### config.mk
export PLATFORM = sky130hd
export DESIGN_NAME = morse_key_decoder
export DESIGN_NICKNAME = d
export VERILOG_FILES = /design/src/hdl/mkd_pkg.sv /design/src/hdl/morse_key_decoder.sv
export SDC_FILE = /design/constraint.sdc
export NUM_CORES = 1
export LEC_CHECK = 0
export BUFFER_PORTS_ARGS = -buffer_cell sky130_fd_sc_hd__buf_4
export CORE_ASPECT_RATIO = 0.7
export CORE_UTILIZATION = 40
export CTS_CLUSTER_SIZE = 30
export DETAILED_ROUTE_END_ITERATION = 6
export HOLD_SLACK_MARGIN = 0.08
export PLACE_DENSITY_LB_ADDON = 0.15
export SETUP_SLACK_MARGIN = 0.5
export SYNTH_ARGS = -nofsm -noshare
export SYNTH_HDL_FRONTEND = slang
export SYNTH_SLANG_ARGS = --single-unit
### constraint.sdc
create_clock -name clk -period 7.66 [get_ports clk]
set_input_delay 0.766 -clock clk [delete_from_list [all_inputs] [get_ports clk]]
set_output_delay 0.766 -clock clk [all_outputs]
set_load 0.02 [all_outputs]
### src/hdl/mkd_pkg.sv
// Package for the Morse key decoder: event kind codes, register indexes
// and the fixed Morse lookup table. No dependencies.
`default_nettype none

package mkd_pkg;

  localparam int unsigned KindW = 3;
  localparam int unsigned CharW = 7;
  localparam int unsigned CfgIdxW = 8;
  localparam int unsigned CfgDataW = 16;
  localparam int unsigned DebW = 10;
  localparam int unsigned TimW = 16;

  typedef enum logic [KindW-1:0] {
    EV_DOT     = 3'd0,
    EV_DASH    = 3'd1,
    EV_CLEAR   = 3'd2,
    EV_CHAR    = 3'd3,
    EV_UNKNOWN = 3'd4
  } event_kind_t;

  typedef enum logic [CfgIdxW-1:0] {
    REG_DEBOUNCE = 8'd0,
    REG_DASH     = 8'd1,
    REG_LONG     = 8'd2,
    REG_GAP      = 8'd3
  } cfg_reg_t;

  // Codes of one to four symbols, indexed by (2^len - 2) + code with the
  // first symbol as the MSB of code and a dash as 1. Zero means unknown.
  localparam logic [CharW-1:0] MORSE_TABLE [30] = '{
    7'h65, 7'h74,
    7'h69, 7'h61, 7'h6e, 7'h6d,
    7'h73, 7'h75, 7'h72, 7'h77, 7'h64, 7'h6b, 7'h67, 7'h6f,
    7'h68, 7'h76, 7'h66, 7'h00, 7'h6c, 7'h2a, 7'h70, 7'h6a,
    7'h62, 7'h78, 7'h63, 7'h79, 7'h7a, 7'h71, 7'h00, 7'h00
  };

  localparam logic [CharW-1:0] CHAR_SPACE = 7'h20;
  localparam logic [4:0] SPACE_CODE = 5'd10;

  // seq[0] is the first symbol; len is 1 to 5. Returns 0 for unknown codes.
  function automatic logic [CharW-1:0] morse_lookup(input logic [4:0] seq,
                                                    input logic [2:0] len);
    logic [4:0] code;
    logic [4:0] idx;
    logic [CharW-1:0] ch;
    code = '0;
    for (int i = 0; i < 5; i++) begin
      if (3'(i) < len) begin
        code = {code[3:0], seq[i]};
      end
    end
    idx = (5'd1 << len) - 5'd2 + code;
    if (len == 3'd5) begin
      ch = (code == SPACE_CODE) ? CHAR_SPACE : '0;
    end else if (len == 3'd0 || len > 3'd5 || idx >= 5'd30) begin
      ch = '0;
    end else begin
      ch = MORSE_TABLE[idx];
    end
    return ch;
  endfunction

endpackage

`default_nettype wire

### src/hdl/morse_key_decoder.sv
// Morse key decoder: one key sample per tick in, at most one event per tick out.
// Each event is registered: it appears in the cycle after the sample that causes it.
// Throughput: one sample per cycle while the output is taken; a held result
// stalls the input for as long as out_ready stays low.
// Reset (rst_n low, synchronous) restores register defaults and empties all state.
// Depends on mkd_pkg.
`default_nettype none

module morse_key_decoder #(
  parameter int unsigned MAX_SYMBOLS = 8
) (
  input  wire logic                          clk,
  input  wire logic                          rst_n,
  input  wire logic                          in_valid,
  output logic                               in_ready,
  input  wire logic                          in_key_level,
  output logic                               out_valid,
  input  wire logic                          out_ready,
  output logic [mkd_pkg::KindW-1:0]          out_event_kind,
  output logic [mkd_pkg::CharW-1:0]          out_char_code,
  input  wire logic                          cfg_valid,
  output logic                               cfg_ready,
  input  wire logic [mkd_pkg::CfgIdxW-1:0]   cfg_index,
  input  wire logic [mkd_pkg::CfgDataW-1:0]  cfg_wdata
);
  import mkd_pkg::*;

  localparam int unsigned CntW = $clog2(MAX_SYMBOLS + 1);
  localparam int unsigned IdxW = (MAX_SYMBOLS > 1) ? $clog2(MAX_SYMBOLS) : 1;
  localparam logic [CntW-1:0] MaxCnt = CntW'(MAX_SYMBOLS);
  localparam logic [CntW-1:0] DecodeMax = CntW'(5);

  logic [DebW-1:0] debounce_r;
  logic [TimW-1:0] dash_thr_r, long_thr_r, gap_thr_r;

  logic                   raw_prev_r, raw_prev_nxt;
  logic [DebW-1:0]        stable_r, stable_nxt;
  logic                   deb_r, deb_nxt;
  logic [TimW-1:0]        press_r, press_nxt;
  logic [TimW-1:0]        gap_r, gap_nxt;
  logic [MAX_SYMBOLS-1:0] sym_r, sym_nxt;
  logic [CntW-1:0]        count_r, count_nxt;
  logic                   ovf_r, ovf_nxt;
  logic                   gapdec_r, gapdec_nxt;

  logic                   out_valid_r, out_valid_nxt;
  event_kind_t            out_kind_r;
  logic [CharW-1:0]       out_char_r;

  logic                   in_fire, edge_det, sym_bit;
  logic                   res_valid;
  event_kind_t            res_kind;
  logic [CharW-1:0]       res_char, dec_char;
  logic [TimW-1:0]        gap_inc;

  assign cfg_ready = 1'b1;
  assign in_ready  = !out_valid_r || out_ready;
  assign in_fire   = in_valid && in_ready;

  assign out_valid      = out_valid_r;
  assign out_event_kind = out_kind_r;
  assign out_char_code  = out_char_r;

  always_ff @(posedge clk) begin
    if (!rst_n) begin
      debounce_r <= DebW'(50);
      dash_thr_r <= TimW'(150);
      long_thr_r <= TimW'(500);
      gap_thr_r  <= TimW'(1000);
    end else if (cfg_valid && cfg_ready) begin
      unique case (cfg_index)
        REG_DEBOUNCE: debounce_r <= cfg_wdata[DebW-1:0];
        REG_DASH:     dash_thr_r <= cfg_wdata;
        REG_LONG:     long_thr_r <= cfg_wdata;
        REG_GAP:      gap_thr_r  <= cfg_wdata;
        default: ;
      endcase
    end
  end

  // The first five stored symbols feed the table; longer codes are unknown.
  always_comb begin
    if (ovf_r || count_r == '0 || count_r > DecodeMax) begin
      dec_char = '0;
    end else begin
      dec_char = morse_lookup({sym_r[4], sym_r[3], sym_r[2], sym_r[1], sym_r[0]},
                              count_r[2:0]);
    end
  end

  always_comb begin
    raw_prev_nxt = raw_prev_r;
    stable_nxt   = stable_r;
    deb_nxt      = deb_r;
    press_nxt    = press_r;
    gap_nxt      = gap_r;
    sym_nxt      = sym_r;
    count_nxt    = count_r;
    ovf_nxt      = ovf_r;
    gapdec_nxt   = gapdec_r;
    res_valid    = 1'b0;
    res_kind     = EV_DOT;
    res_char     = '0;
    edge_det     = 1'b0;
    sym_bit      = 1'b0;
    gap_inc      = (gap_r == '1) ? gap_r : gap_r + TimW'(1);

    if (in_fire) begin
      raw_prev_nxt = in_key_level;
      if (in_key_level != raw_prev_r) begin
        stable_nxt = '0;
      end else begin
        stable_nxt = (stable_r == '1) ? stable_r : stable_r + DebW'(1);
      end
      edge_det = (stable_nxt >= debounce_r) && (in_key_level != deb_r);

      if (edge_det) begin
        deb_nxt = in_key_level;
        if (in_key_level) begin
          press_nxt = '0;
        end else begin
          gap_nxt    = '0;
          gapdec_nxt = 1'b0;
          res_valid  = 1'b1;
          if (press_r > long_thr_r) begin
            count_nxt = '0;
            ovf_nxt   = 1'b0;
            res_kind  = EV_CLEAR;
          end else begin
            sym_bit = (press_r > dash_thr_r);
            if (count_r < MaxCnt) begin
              sym_nxt[count_r[IdxW-1:0]] = sym_bit;
              count_nxt = count_r + CntW'(1);
            end else begin
              ovf_nxt = 1'b1;
            end
            res_kind = sym_bit ? EV_DASH : EV_DOT;
          end
        end
      end else if (deb_r) begin
        press_nxt = (press_r == '1) ? press_r : press_r + TimW'(1);
      end else begin
        gap_nxt = gap_inc;
        if (gap_inc >= gap_thr_r && !gapdec_r && (count_r != '0 || ovf_r)) begin
          count_nxt  = '0;
          ovf_nxt    = 1'b0;
          gapdec_nxt = 1'b1;
          res_valid  = 1'b1;
          if (dec_char != '0) begin
            res_kind = EV_CHAR;
            res_char = dec_char;
          end else begin
            res_kind = EV_UNKNOWN;
          end
        end
      end
    end

    out_valid_nxt = out_valid_r && !out_ready;
    if (res_valid) begin
      out_valid_nxt = 1'b1;
    end
  end

  always_ff @(posedge clk) begin
    if (!rst_n) begin
      raw_prev_r  <= 1'b0;
      stable_r    <= '0;
      deb_r       <= 1'b0;
      press_r     <= '0;
      gap_r       <= '0;
      sym_r       <= '0;
      count_r     <= '0;
      ovf_r       <= 1'b0;
      gapdec_r    <= 1'b0;
      out_valid_r <= 1'b0;
    end else begin
      raw_prev_r  <= raw_prev_nxt;
      stable_r    <= stable_nxt;
      deb_r       <= deb_nxt;
      press_r     <= press_nxt;
      gap_r       <= gap_nxt;
      sym_r       <= sym_nxt;
      count_r     <= count_nxt;
      ovf_r       <= ovf_nxt;
      gapdec_r    <= gapdec_nxt;
      out_valid_r <= out_valid_nxt;
    end
  end

  // Result payload is loaded only when a new event is produced.
  always_ff @(posedge clk) begin
    if (res_valid) begin
      out_kind_r <= res_kind;
      out_char_r <= res_char;
    end
  end

  a_count_bound: assert property (@(posedge clk) disable iff (!rst_n)
    count_r <= MaxCnt)
    else $error("symbol count exceeds capacity");

  a_ovf_full: assert property (@(posedge clk) disable iff (!rst_n)
    ovf_r |-> (count_r == MaxCnt))
    else $error("overflow set while sequence not full");

  a_char_only: assert property (@(posedge clk) disable iff (!rst_n)
    (out_valid_r && out_kind_r != EV_CHAR) |-> (out_char_r == '0))
    else $error("character code on a non-character event");

  a_no_drop: assert property (@(posedge clk) disable iff (!rst_n)
    (out_valid_r && !out_ready) |=> out_valid_r)
    else $error("pending result lost while stalled");

endmodule

`default_nettype wire

==> results of run 1 <==
## worst paths after layout
path / from / end / slack (ns) / depth (start not counted)
setup reg to reg: count_r[0]$_SDFFE_PN0P_ / out_char_code[3]$_SDFFCE_PP0P_ / 2.49 / 18
hold / removal: long_thr_r[13]$_SDFFE_PN0P_ / long_thr_r[13]$_SDFFE_PN0P_ / 0.46 / 2
hold reg to reg: long_thr_r[13]$_SDFFE_PN0P_ / long_thr_r[13]$_SDFFE_PN0P_ / 0.46 / 2
setup / recovery: count_r[0]$_SDFFE_PN0P_ / out_char_code[3]$_SDFFCE_PP0P_ / 2.49 / 18
## power groups by stage
stage,Sequential (µW),Clock (µW),Combinational (µW)
floorplan,670,0,30.1
global placement,671,0,60.5
detailed placement,671,0,60.7
CTS,656,826,61.0
global route,657,853,66.3
finish,657,811,60.3
## layout make-up
class | count | area share [%]
clock buffer | 19 | 4.960
inverter | 85 | 3.573
timing repair buffer | 47 | 3.951
sequential | 124 | 28.92
clock inverter | 13 | 1.583
multi-input combinational | 697 | 53.31
tap | 264 | 3.699
## through the flow
| stage | utilization (%) | setup WS (ns) | total power (µW) | cells | instance area, µm² |
|---|---|---|---|---|---|
| CTS | 46.81 | 2.526 | 1543 | 1249 | 8930 |
| detailed placement | 43.75 | 2.534 | 731.4 | 1217 | 8346 |
| finish | 46.81 | 2.489 | 1528 | 1249 | 8930 |
| floorplan | - | 3.596 | 700.3 | 947 | 7843 |
| global placement | 43.75 | 2.683 | 731.1 | 1217 | 8346 |
| global route | 46.81 | 1.950 | 1576 | 1249 | 8930 |
## routing by layer
metal,vias up,global-route usage (%)
met1,3165,32.15
met4,0,4.842
met5,-,0
li1,3404,-
met2,103,31.25
met3,12,4.021
## sequential cells by signal, indices dropped and copies added, names as in the netlist
signal and cells:
ovf_r 1, gap_thr_r 16, sym_r 5, gap_r 16, out_valid 1, stable_r 10, count_r 4, raw_prev_r 1
out_event_kind 3, out_char_code 7, long_thr_r 16, dash_thr_r 16, press_r 16, debounce_r 10, gapdec_r 1, deb_r 1
## worst max-delay path: cells and delay by family (launching register included)
family | cells | cell delay [ns]
DFF | 1 | 0.67
buffers and inverters | 4 | 0.43
xor gates and xnor gates | 1 | 0.74
AOI/OAI and AO/OA | 6 | 1.23
and+or+nand+nor | 3 | 0.63
adders and majority gates | 4 | 1.19
## cells in the final DEF (no fill, tap or decap), types with 3 or more instances in the layout
cell type / instances
o31ai_1: 5
xnor2_1: 9
ha_1: 80
nand2b_1: 10
a21o_1: 11
clkbuf_16: 17
nand3_1: 29
mux2_2: 3
nand3b_1: 4
edfxtp_1: 10
and2_1: 9
o21ai_1: 3
or4_1: 12
clkinvlp_4: 4
a22oi_1: 10
a31oi_1: 7
nand4b_1: 3
a311oi_1: 5
a211oi_1: 8
and4_1: 5
inv_1: 84
nor2b_1: 6
mux2i_1: 46
o21ai_0: 30
nand4_1: 15
nor3_1: 17
buf_4: 47
nor2_1: 77
or3_1: 8
xor2_1: 12
o21a_1: 7
o211ai_1: 20
a21oi_1: 78
dfxtp_1: 114
nand2_1: 107
and3_1: 14
## logic make-up after synthesis
kind of cell,after synthesis,share of synthesized area (%)
AOI/OAI and AO/OA,207,16.67
xor gates and xnor gates,22,2.632
adders and majority gates,81,13.02
buffers and inverters,126,6.366
DFF,124,32.93
muxes,51,6.733
other,1,0.04782
and+or+nand+nor,335,21.60
==> impl_metrics.json, run 1 <==
{
  "die-area_um2": 20180,
  "post-synth-top-count-cell": "dfxtp_1",
  "worst_path_most_repeated_cell": "inv_1",
  "drive_gt1_share_pct": 9.746,
  "worst-endpoint-required_ns": 7.80,
  "clock-root-buffer": "clkbuf_16",
  "min_period_ns": 5.171,
  "fmax_ghz": 0.1934,
  "crit_path_cell_trace": "inv_1 -> ha_1 -> o311ai_0 -> o211ai_1 -> o21ai_0 -> inv_1 -> ha_1 -> inv_1 -> ha_1 -> inv_1 -> fa_1 -> xor2_1 -> nand3_1 -> nor3b_1 -> o21ai_0 -> a221oi_1 -> nand4b_1 -> a311oi_1",
  "dr.pass1.iters": 5,
  "clockBufferDepth": 2,
  "htree_levels": 4,
  "slew_viol_final": 0,
  "fp.dieH_um": 119.2,
  "fin_setup_tns_ns": 0,
  "cts_made_buffers": 17,
  "async_flop_share_pct": 0,
  "ys_warn_count": 0,
  "drv_cap": 0,
  "yosysUniqueCellTypes": 78,
  "synth_commonest_cells": "dfxtp_1 (114), nand2_1 (107), inv_1 (85), ha_1 (80), a21oi_1 (78)",
  "synth_edf_count": 10,
  "yosys.area.top_type": "dfxtp_1",
  "synth_ff_type": "dfxtp_1",
  "syn_area_um2": 7843,
  "wl_met1_um": 10960,
  "grt_overflow": 0,
  "start_kind": "flip-flop",
  "nFillCells": 1874,
  "post_cts_buffers": 0,
  "ys_ff_latch": 124,
  "multi_input_area_um2": 4761,
  "netlist_top_cells_area": "dfxtp_1 (29%), ha_1 (13%), mux2i_1 (5.9%)",
  "clkLatencyLatePin_ns": 0.43,
  "intPower_uw": 1163,
  "crit_fanout": 18,
  "viasPerCell": 5.351,
  "pwr-share-clk_pct": 53.1,
  "fin_skew_ns": 0.008020,
  "wl_met3_um": 807,
  "grt_pass1_vias": 6317,
  "critical_path_class": "reg2reg",
  "initial_utilization_pct": 41.11,
  "post-route-period-util_pct": 67.51,
  "seqCellArea_um2": 2582,
  "power.net_switching_uw": 364.4,
  "syn_inst": 947,
  "status": "completed",
  "port_buffers": 41,
  "antennaDiodeCount": 0,
  "antenna_found_initial": 0,
  "p_leak_uw": 0.003909,
  "grt_max_degree": 47,
  "wl_per_cell_um": 16.34,
  "timing.hold.ws_ns": 0.4586,
  "crit_arrival_ns": 5.31,
  "drt_wl_total_um": 20410,
  "core_um2": 19080,
  "slew_headroom_pct": 24.71,
  "synthToLayoutAreaGrowth_pct": 13.86,
  "setup_viol": 0,
  "cts.sinks": 124,
  "grt_usage_pct": 21.41,
  "grt_pass1_wl_um": 33620,
  "netlist.area_leader.share_pct": 29.10,
  "hold_buffers": 0,
  "ir_worst_vdd_mv": 0.1584,
  "rows": 42,
  "clk_pin_slew_ns": 0.06,
  "pin_count": 43,
  "cts_tree": "done",
  "drt-initial-drc-count": 406,
  "syn_area_per_cell_um2": 8.281,
  "rsz0062_at_grt": "false",
  "slowest_stage": "xor2_1",
  "topRoutingLayerUsed": "met4",
  "power_density_nw_per_um2": 171.1,
  "swShare_pct": 23.85,
  "ant_nets": 0,
  "max_stage_delay_ns": 0.74,
  "synth_sequential_area_ratio_pct": 32.93,
  "finalHoldViolations": 0,
  "drcViolationCount": 0,
  "dp_hpwl_um": 14690,
  "combPwrFrac_pct": 3.9,
  "die_w_um": 169.4,
  "gp_congestion": 0.8715,
  "dr_total_vias": 6684,
  "ctsResizeCount": 0,
  "routed-wl-met2_um": 8485,
  "final_nets": 1083,
  "min_path_type": "reg2reg",
  "synthesis.nets": 1058,
  "tightest_slew_ns": 1.126,
  "seq_power_share_pct": 43.0,
  "critPathCaptureType": "flip-flop"
}
Note: power is estimated with default switching activity, not from simulation.
==> run 2: changes to the inputs <==
--- a/config.mk
+++ b/config.mk
@@ -5,6 +5,7 @@
 export SDC_FILE = /design/constraint.sdc
 export NUM_CORES = 1
 export LEC_CHECK = 0
+export ABC_AREA = 1
 export BUFFER_PORTS_ARGS = -buffer_cell sky130_fd_sc_hd__buf_4
 export CORE_ASPECT_RATIO = 0.7
 export CORE_UTILIZATION = 40
==> constraint.sdc (replaced) <==
create_clock -name clk -period 4.25 [get_ports clk]
set_input_delay 0.425 -clock clk [delete_from_list [all_inputs] [get_ports clk]]
set_output_delay 0.425 -clock clk [all_outputs]
set_load 0.02 [all_outputs]
==> impl_metrics.json, run 2 <==
{
  "status": "completed",
  "combPwrFrac_pct": 10.8,
  "final_area_um2": 9605,
  "clockBufferDepth": 2,
  "rsz0062_at_grt": "false",
  "netlist.area_leader.share_pct": 28.10,
  "drt-initial-drc-count": 521,
  "fin_setup_tns_ns": 0,
  "drt_wl_total_um": 21570,
  "fp.dieH_um": 121.2,
  "timing.rr.end": "gap_r[2]$_SDFFE_PN0P_",
  "yosysUniqueCellTypes": 51,
  "drcViolationCount": 0,
  "ys_warn_count": 0,
  "reg2reg_from": "stable_r[0]$_SDFFE_PN0P_",
  "start_kind": "flip-flop",
  "cts_made_buffers": 17,
  "async_flop_share_pct": 0,
  "grt_usage_pct": 21.56,
  "core_um2": 19850,
  "gp_congestion": 0.8431,
  "slew_headroom_pct": 34.55,
  "critical_path_class": "reg2reg",
  "p_leak_uw": 0.004408,
  "antennaDiodeCount": 0,
  "clk_pin_slew_ns": 0.06,
  "clkLatencyLatePin_ns": 0.43,
  "crit_fanout": 6,
  "ant_nets": 0,
  "layout.cells.non_filler": 1493,
  "swShare_pct": 25.68,
  "hp-start": "cfg_wdata[1]",
  "seq_power_share_pct": 41.5,
  "viasPerCell": 4.959,
  "yosys.area.top_type": "dfxtp_1",
  "grt_overflow": 0,
  "power_uw": 2917,
  "ys_ff_latch": 124,
  "final_nets": 1323,
  "reg2regPathDepth": 22,
  "intPower_uw": 2168,
  "ir_worst_vdd_mv": 0.2615,
  "grt_pass1_wl_um": 34630,
  "pin_count": 43,
  "grt_pass1_vias": 6690,
  "die_w_um": 172.3,
  "fmax_ghz": 0.2799,
  "clock-root-buffer": "clkbuf_16",
  "tightest_slew_ns": 0.9793,
  "synthToLayoutAreaGrowth_pct": 18.25,
  "dr_total_vias": 7404,
  "finalHoldViolations": 0,
  "pwr-share-clk_pct": 47.6,
  "min_period_ns": 3.573,
  "cts.sinks": 124,
  "r2r_slack_ns": 0.68,
  "cts_tree": "done",
  "setup_viol": 0,
  "power.net_switching_uw": 749.2,
  "synth_edf_count": 10,
  "final_common_cell": "nand2_1",
  "port_buffers": 41,
  "drv_cap": 0,
  "wl_per_cell_um": 14.45,
  "post-route-period-util_pct": 84.07,
  "netlist_top_cells_area": "dfxtp_1 (28%), ha_1 (12%), nand2_1 (10%)",
  "drive_gt1_share_pct": 14.47,
  "mostFrequentLayoutCells": "nand2_1 (214), inv_1 (157), a21oi_1 (123)",
  "initial_utilization_pct": 40.92,
  "antenna_found_initial": 0,
  "die-area_um2": 20890,
  "synthesis.nets": 1269,
  "synth_sequential_area_ratio_pct": 31.79,
  "worst-endpoint-required_ns": 4.54,
  "nFillCells": 1996,
  "dr.pass1.iters": 5,
  "dp.cells": 1442,
  "fin_skew_ns": 0.01196,
  "syn_area_um2": 8123,
  "syn_inst": 1158,
  "min_path_type": "in2reg",
  "power_density_nw_per_um2": 303.7,
  "place_area_um2": 8652,
  "grt_max_degree": 79,
  "htree_levels": 4,
  "post-synth-top-count-cell": "nand2_1",
  "critPathCaptureType": "flip-flop",
  "synth_ff_type": "dfxtp_1",
  "synth_commonest_cells": "nand2_1 (225), inv_1 (163), a21oi_1 (124), dfxtp_1 (114), nor2_1 (109)",
  "rows": 43,
  "syn_area_per_cell_um2": 7.014,
  "slew_viol_final": 0,
  "min_to": "dash_thr_r[1]$_SDFFE_PN1P_",
  "dp_hpwl_um": 15810,
  "crit_arrival_ns": 3.86,
  "holdPathStages": 3
}
[run 2: changes by cell type in the layout (fill, tap and decap cells not counted), sizes merged, moves of 13 or more]
| cell | change |
|---|---|
| nand2 | +127 |
| inv | +80 |
| o21ai | +53 |
| a21oi | +48 |
| mux2i | -46 |
| nand3 | +46 |
| nor2 | +33 |
| buf | +24 |
| xor2 | +14 |
| and3 | -13 |
[run 2: how the worst max path moves through the flow]
stage                              from                               to  slack (ns)  cells past startpoint
2_1_floorplan   count_r[0]$_SDFFE_PN0P_  out_event_kind[0]$_SDFFCE_PN0P_        0.67                     27
3_3_place_gp    count_r[0]$_SDFFE_PN0P_  out_event_kind[0]$_SDFFCE_PN0P_        0.33                     24
3_5_place_dp    count_r[0]$_SDFFE_PN0P_  out_event_kind[0]$_SDFFCE_PN0P_        0.25                     24
4_1_cts        stable_r[0]$_SDFFE_PN0P_            gap_r[3]$_SDFFE_PN0P_        0.48                     21
5_1_grt        stable_r[0]$_SDFFE_PN0P_            gap_r[2]$_SDFFE_PN0P_        0.43                     22
6_report       stable_r[0]$_SDFFE_PN0P_            gap_r[2]$_SDFFE_PN0P_        0.68                     22
[run 2: metrics by stage]
| stage | util, % | hold WS (ns) | setup slack [ns] |
|---|---|---|---|
| 2_1_floorplan | - | 0.4353 | 0.6685 |
| 3_3_place_gp | 43.58 | 0.4529 | 0.3263 |
| 3_5_place_dp | 43.58 | 0.4559 | 0.2450 |
| 4_1_cts | 46.71 | 0.2464 | 0.4792 |
| 5_1_grt | 48.38 | 0.2629 | 0.4346 |
| 6_report | 48.38 | 0.2645 | 0.6770 |
[run 2: power groups by stage]
| stage | clock network [µW] | logic [µW] | registers, µW |
|---|---|---|---|
| after CTS | 1410 | 273 | 1210 |
| after global routing | 1470 | 351 | 1210 |
| after detailed placement | 0 | 265 | 1240 |
| after global placement | 0 | 265 | 1240 |
| final | 1390 | 316 | 1210 |
| after floorplan | 0 | 172 | 1240 |
[run 2: cell type report]
| cell class | instances | area, µm² | area share (%) |
|---|---|---|---|
| clock buffers | 23 | 488.0 | 5.080 |
| clock inverters | 7 | 65.06 | 0.6773 |
| inverters | 172 | 670.6 | 6.982 |
| multi-input cells | 825 | 4870 | 50.70 |
| flip-flops and latches | 124 | 2599 | 27.05 |
| well taps | 270 | 337.8 | 3.517 |
| repair buffers | 72 | 575.6 | 5.992 |
[run 2: critical path: stages, from the launching register on]
cell and delay [ns]:
dfxtp_4 0.37, ha_4 0.14, inv_2 0.04, nor3_4 0.21
nand2_2 0.11, nor4_4 0.32, o21ai_0 0.12, o21bai_1 0.18
inv_1 0.12, ha_4 0.21, inv_1 0.05, nor2_1 0.03
o211ai_1 0.21, nand4_2 0.26, buf_6 0.21, nand2_2 0.05
nand2_2 0.06, nor2_4 0.19, buf_8 0.15, clkinvlp_4 0.12
buf_6 0.14, nand2_1 0.08, a21oi_2 0.06
[run 2: cells by family after synthesis]
kind of cell             after synthesis  synth area share [%]
adder cells (fa/ha/maj)               81                 12.57
buffers and inverters                209                 10.38
flip-flops                           124                 31.79
AO/OA/AOI/OAI                        248                 16.54
other                                  1               0.04617
AND/OR/NAND/NOR                      465                 25.34
XOR/XNOR                              30                 3.327
[run 2: per-layer routing]
| layer | share of wire [%] | routed length (µm) | up-vias | track usage [%] |
|---|---|---|---|---|
| met2 | 41 | 8788 | 143 | 31.38 |
| met5 | 0 | 0 | - | 0 |
| met1 | 54 | 11560 | 3319 | 31.99 |
| li1 | - | - | 3922 | - |
| met4 | 1.2 | 261 | 0 | 6.471 |
| met3 | 4.5 | 960 | 20 | 3.718 |
[run 2: repair_timing]
item,in CTS,in global routing
resized for setup,11,62
cloned,0,2
hold buffers,0,0
endpoints found under the setup margin,22,62
pin swaps,3,21
buffers inserted,5,14
hold endpoints to repair,0,0
==> run 3: changes to the inputs <==
==> constraint.sdc (replaced) <==
create_clock -name clk -period 3.4 [get_ports clk]
set_input_delay 0.34 -clock clk [delete_from_list [all_inputs] [get_ports clk]]
set_output_delay 0.34 -clock clk [all_outputs]
set_load 0.02 [all_outputs]
==> impl_metrics.json, run 3 (synthesis gave the netlist of run 2 again) <==
{
  "reg2regPathDepth": 21,
  "port_buffers": 41,
  "synthToLayoutAreaGrowth_pct": 32.84,
  "drt-initial-drc-count": 553,
  "finalHoldViolations": 0,
  "gp_congestion": 0.9100,
  "antennaDiodeCount": 0,
  "critical_path_class": "reg2reg",
  "antenna_found_initial": 0,
  "slew_viol_final": 0,
  "clockBufferDepth": 2,
  "min_path_type": "in2reg",
  "reg2reg_from": "stable_r[0]$_SDFFE_PN0P_",
  "grt_usage_pct": 23.82,
  "power_density_nw_per_um2": 383.3,
  "cts.sinks": 124,
  "clock-root-buffer": "clkbuf_16",
  "slew_headroom_pct": 35.98,
  "grt_pass1_vias": 7092,
  "critPathCaptureType": "flip-flop",
  "hp-start": "cfg_wdata[9]",
  "worst-endpoint-required_ns": 3.70,
  "holdPathStages": 3,
  "grt_max_degree": 79,
  "initial_utilization_pct": 40.92,
  "setup_viol": 19,
  "htree_levels": 4,
  "p_leak_uw": 0.004912,
  "cts_tree": "done",
  "r2r_slack_ns": -0.06,
  "mostFrequentLayoutCells": "nand2_1 (183), inv_1 (152), buf_4 (125)",
  "tightest_slew_ns": 0.9580,
  "crit_fanout": 7,
  "fin_skew_ns": 0.008295,
  "fin_util_pct": 54.35,
  "grt_overflow": 0,
  "final_common_cell": "nand2_1",
  "grt_pass1_wl_um": 37940,
  "power_uw": 4136,
  "wl_per_cell_um": 15.33,
  "fmax_ghz": 0.2886,
  "seqCellArea_um2": 2595,
  "timing.rr.end": "gap_r[2]$_SDFFE_PN0P_",
  "start_kind": "flip-flop",
  "drcViolationCount": 0,
  "dp_hpwl_um": 17330,
  "hold_buffers": 0,
  "crit_arrival_ns": 3.76,
  "rsz0062_at_grt": "true",
  "min_period_ns": 3.465,
  "pin_count": 43,
  "core_um2": 19850,
  "dr.pass1.iters": 5,
  "ant_nets": 0,
  "rows": 43,
  "routed-wl-met2_um": 9529,
  "final_nets": 1397,
  "ir_worst_vdd_mv": 0.3337,
  "viasPerCell": 5.015,
  "status": "complete, but fails checks",
  "clk_pin_slew_ns": 0.06,
  "clkLatencyLatePin_ns": 0.43,
  "die_w_um": 172.3,
  "drt_wl_total_um": 24050,
  "cts_made_buffers": 17,
  "multi_input_area_um2": 5261,
  "fin_ws_ns": -0.06469,
  "drv_cap": 0,
  "die-area_um2": 20890,
  "dr_total_vias": 7868,
  "fp.dieH_um": 121.2,
  "wl_met3_um": 1342,
  "topRoutingLayerUsed": "met4",
  "min_to": "gap_thr_r[9]$_SDFFE_PN1P_",
  "wl_met1_um": 12920,
  "nFillCells": 1885,
  "violations": "setup timing",
  "post-route-period-util_pct": 101.9,
  "drive_gt1_share_pct": 26.56
}
-- run 3: final cells by class --
| cell class | instances | area share, % |
|---|---|---|
| Clock buffer | 23 | 4.627 |
| Clock inverter | 9 | 1.658 |
| Inverter | 172 | 6.436 |
| Multi-Input combinational cell | 825 | 48.76 |
| Sequential cell | 124 | 24.05 |
| Tap cell | 270 | 3.131 |
| Timing Repair Buffer | 145 | 11.27 |
| Timing Repair inverter | 1 | 0.06957 |
-- run 3: worst max-delay path, stage by stage, from the launching register on --
cell	delay, ns
dfxtp_2	0.36
ha_4	0.16
inv_4	0.03
nor3_4	0.20
nand2_2	0.10
nor4_4	0.24
buf_4	0.18
o21ai_1	0.05
o21bai_4	0.18
inv_2	0.07
ha_4	0.19
inv_1	0.05
nor2_1	0.03
o211ai_1	0.28
nand4_4	0.24
nand2_2	0.11
nand2_2	0.06
nor2_4	0.18
buf_8	0.17
clkinvlp_4	0.24
nand2_2	0.14
a21oi_2	0.05
-- run 3: worst max-delay path by stage --
| stage | startpoint | to | slack, ns | depth (start not counted) |
|---|---|---|---|---|
| 2_1_floorplan | count_r[1]$_SDFFE_PN0P_ | out_event_kind[0]$_SDFFCE_PN0P_ | 0.07 | 26 |
| 3_3_place_gp | count_r[1]$_SDFFE_PN0P_ | out_event_kind[1]$_SDFFCE_PN0P_ | -0.10 | 24 |
| 3_5_place_dp | count_r[1]$_SDFFE_PN0P_ | out_event_kind[1]$_SDFFCE_PN0P_ | -0.16 | 24 |
| 4_1_cts | stable_r[1]$_SDFFE_PN0P_ | gap_r[6]$_SDFFE_PN0P_ | 0.02 | 20 |
| 5_1_grt | stable_r[0]$_SDFFE_PN0P_ | gap_r[2]$_SDFFE_PN0P_ | -0.21 | 22 |
| 6_report | stable_r[0]$_SDFFE_PN0P_ | gap_r[2]$_SDFFE_PN0P_ | -0.06 | 21 |
-- run 3: where the power goes --
part	switching [µW]	leakage, µW	internal, µW
Clock	719	0.000333	1410
Sequential	21.1	0.00101	1490
Combinational	291	0.00357	205
Total	1030	0.00491	3100
-- run 3: timing repair --
action | in CTS | in global routing
endpoints found under the setup margin | 65 | 65
resized for setup | 61 | 118
pin swaps | 51 | 43
buffers inserted | 17 | 8
cloned | 2 | 1
-- run 3: routing by layer --
metal  track usage [%]  vias to the layer above
li1                  -                     4068
met1             37.43                     3602
met2             32.38                      171
met3             4.795                       27
met4             5.310                        0
met5                 0                        -
-- run 3: stage by stage --
step                      setup TNS (ns)  worst slack (ns)  hold slack [ns]  instance area (µm²)  cells
after global routing              -7.075           -0.2071           0.1841                10790   1569
after detailed placement          -1.584           -0.1600           0.4565                 9259   1509
after CTS                              0           0.02160           0.1857                10310   1560
after global placement           -0.7808           -0.1043           0.4518                 9259   1509
after floorplan                        0           0.06688           0.4353                 8205   1158
final                            -0.6066          -0.06469           0.1928                10790   1569
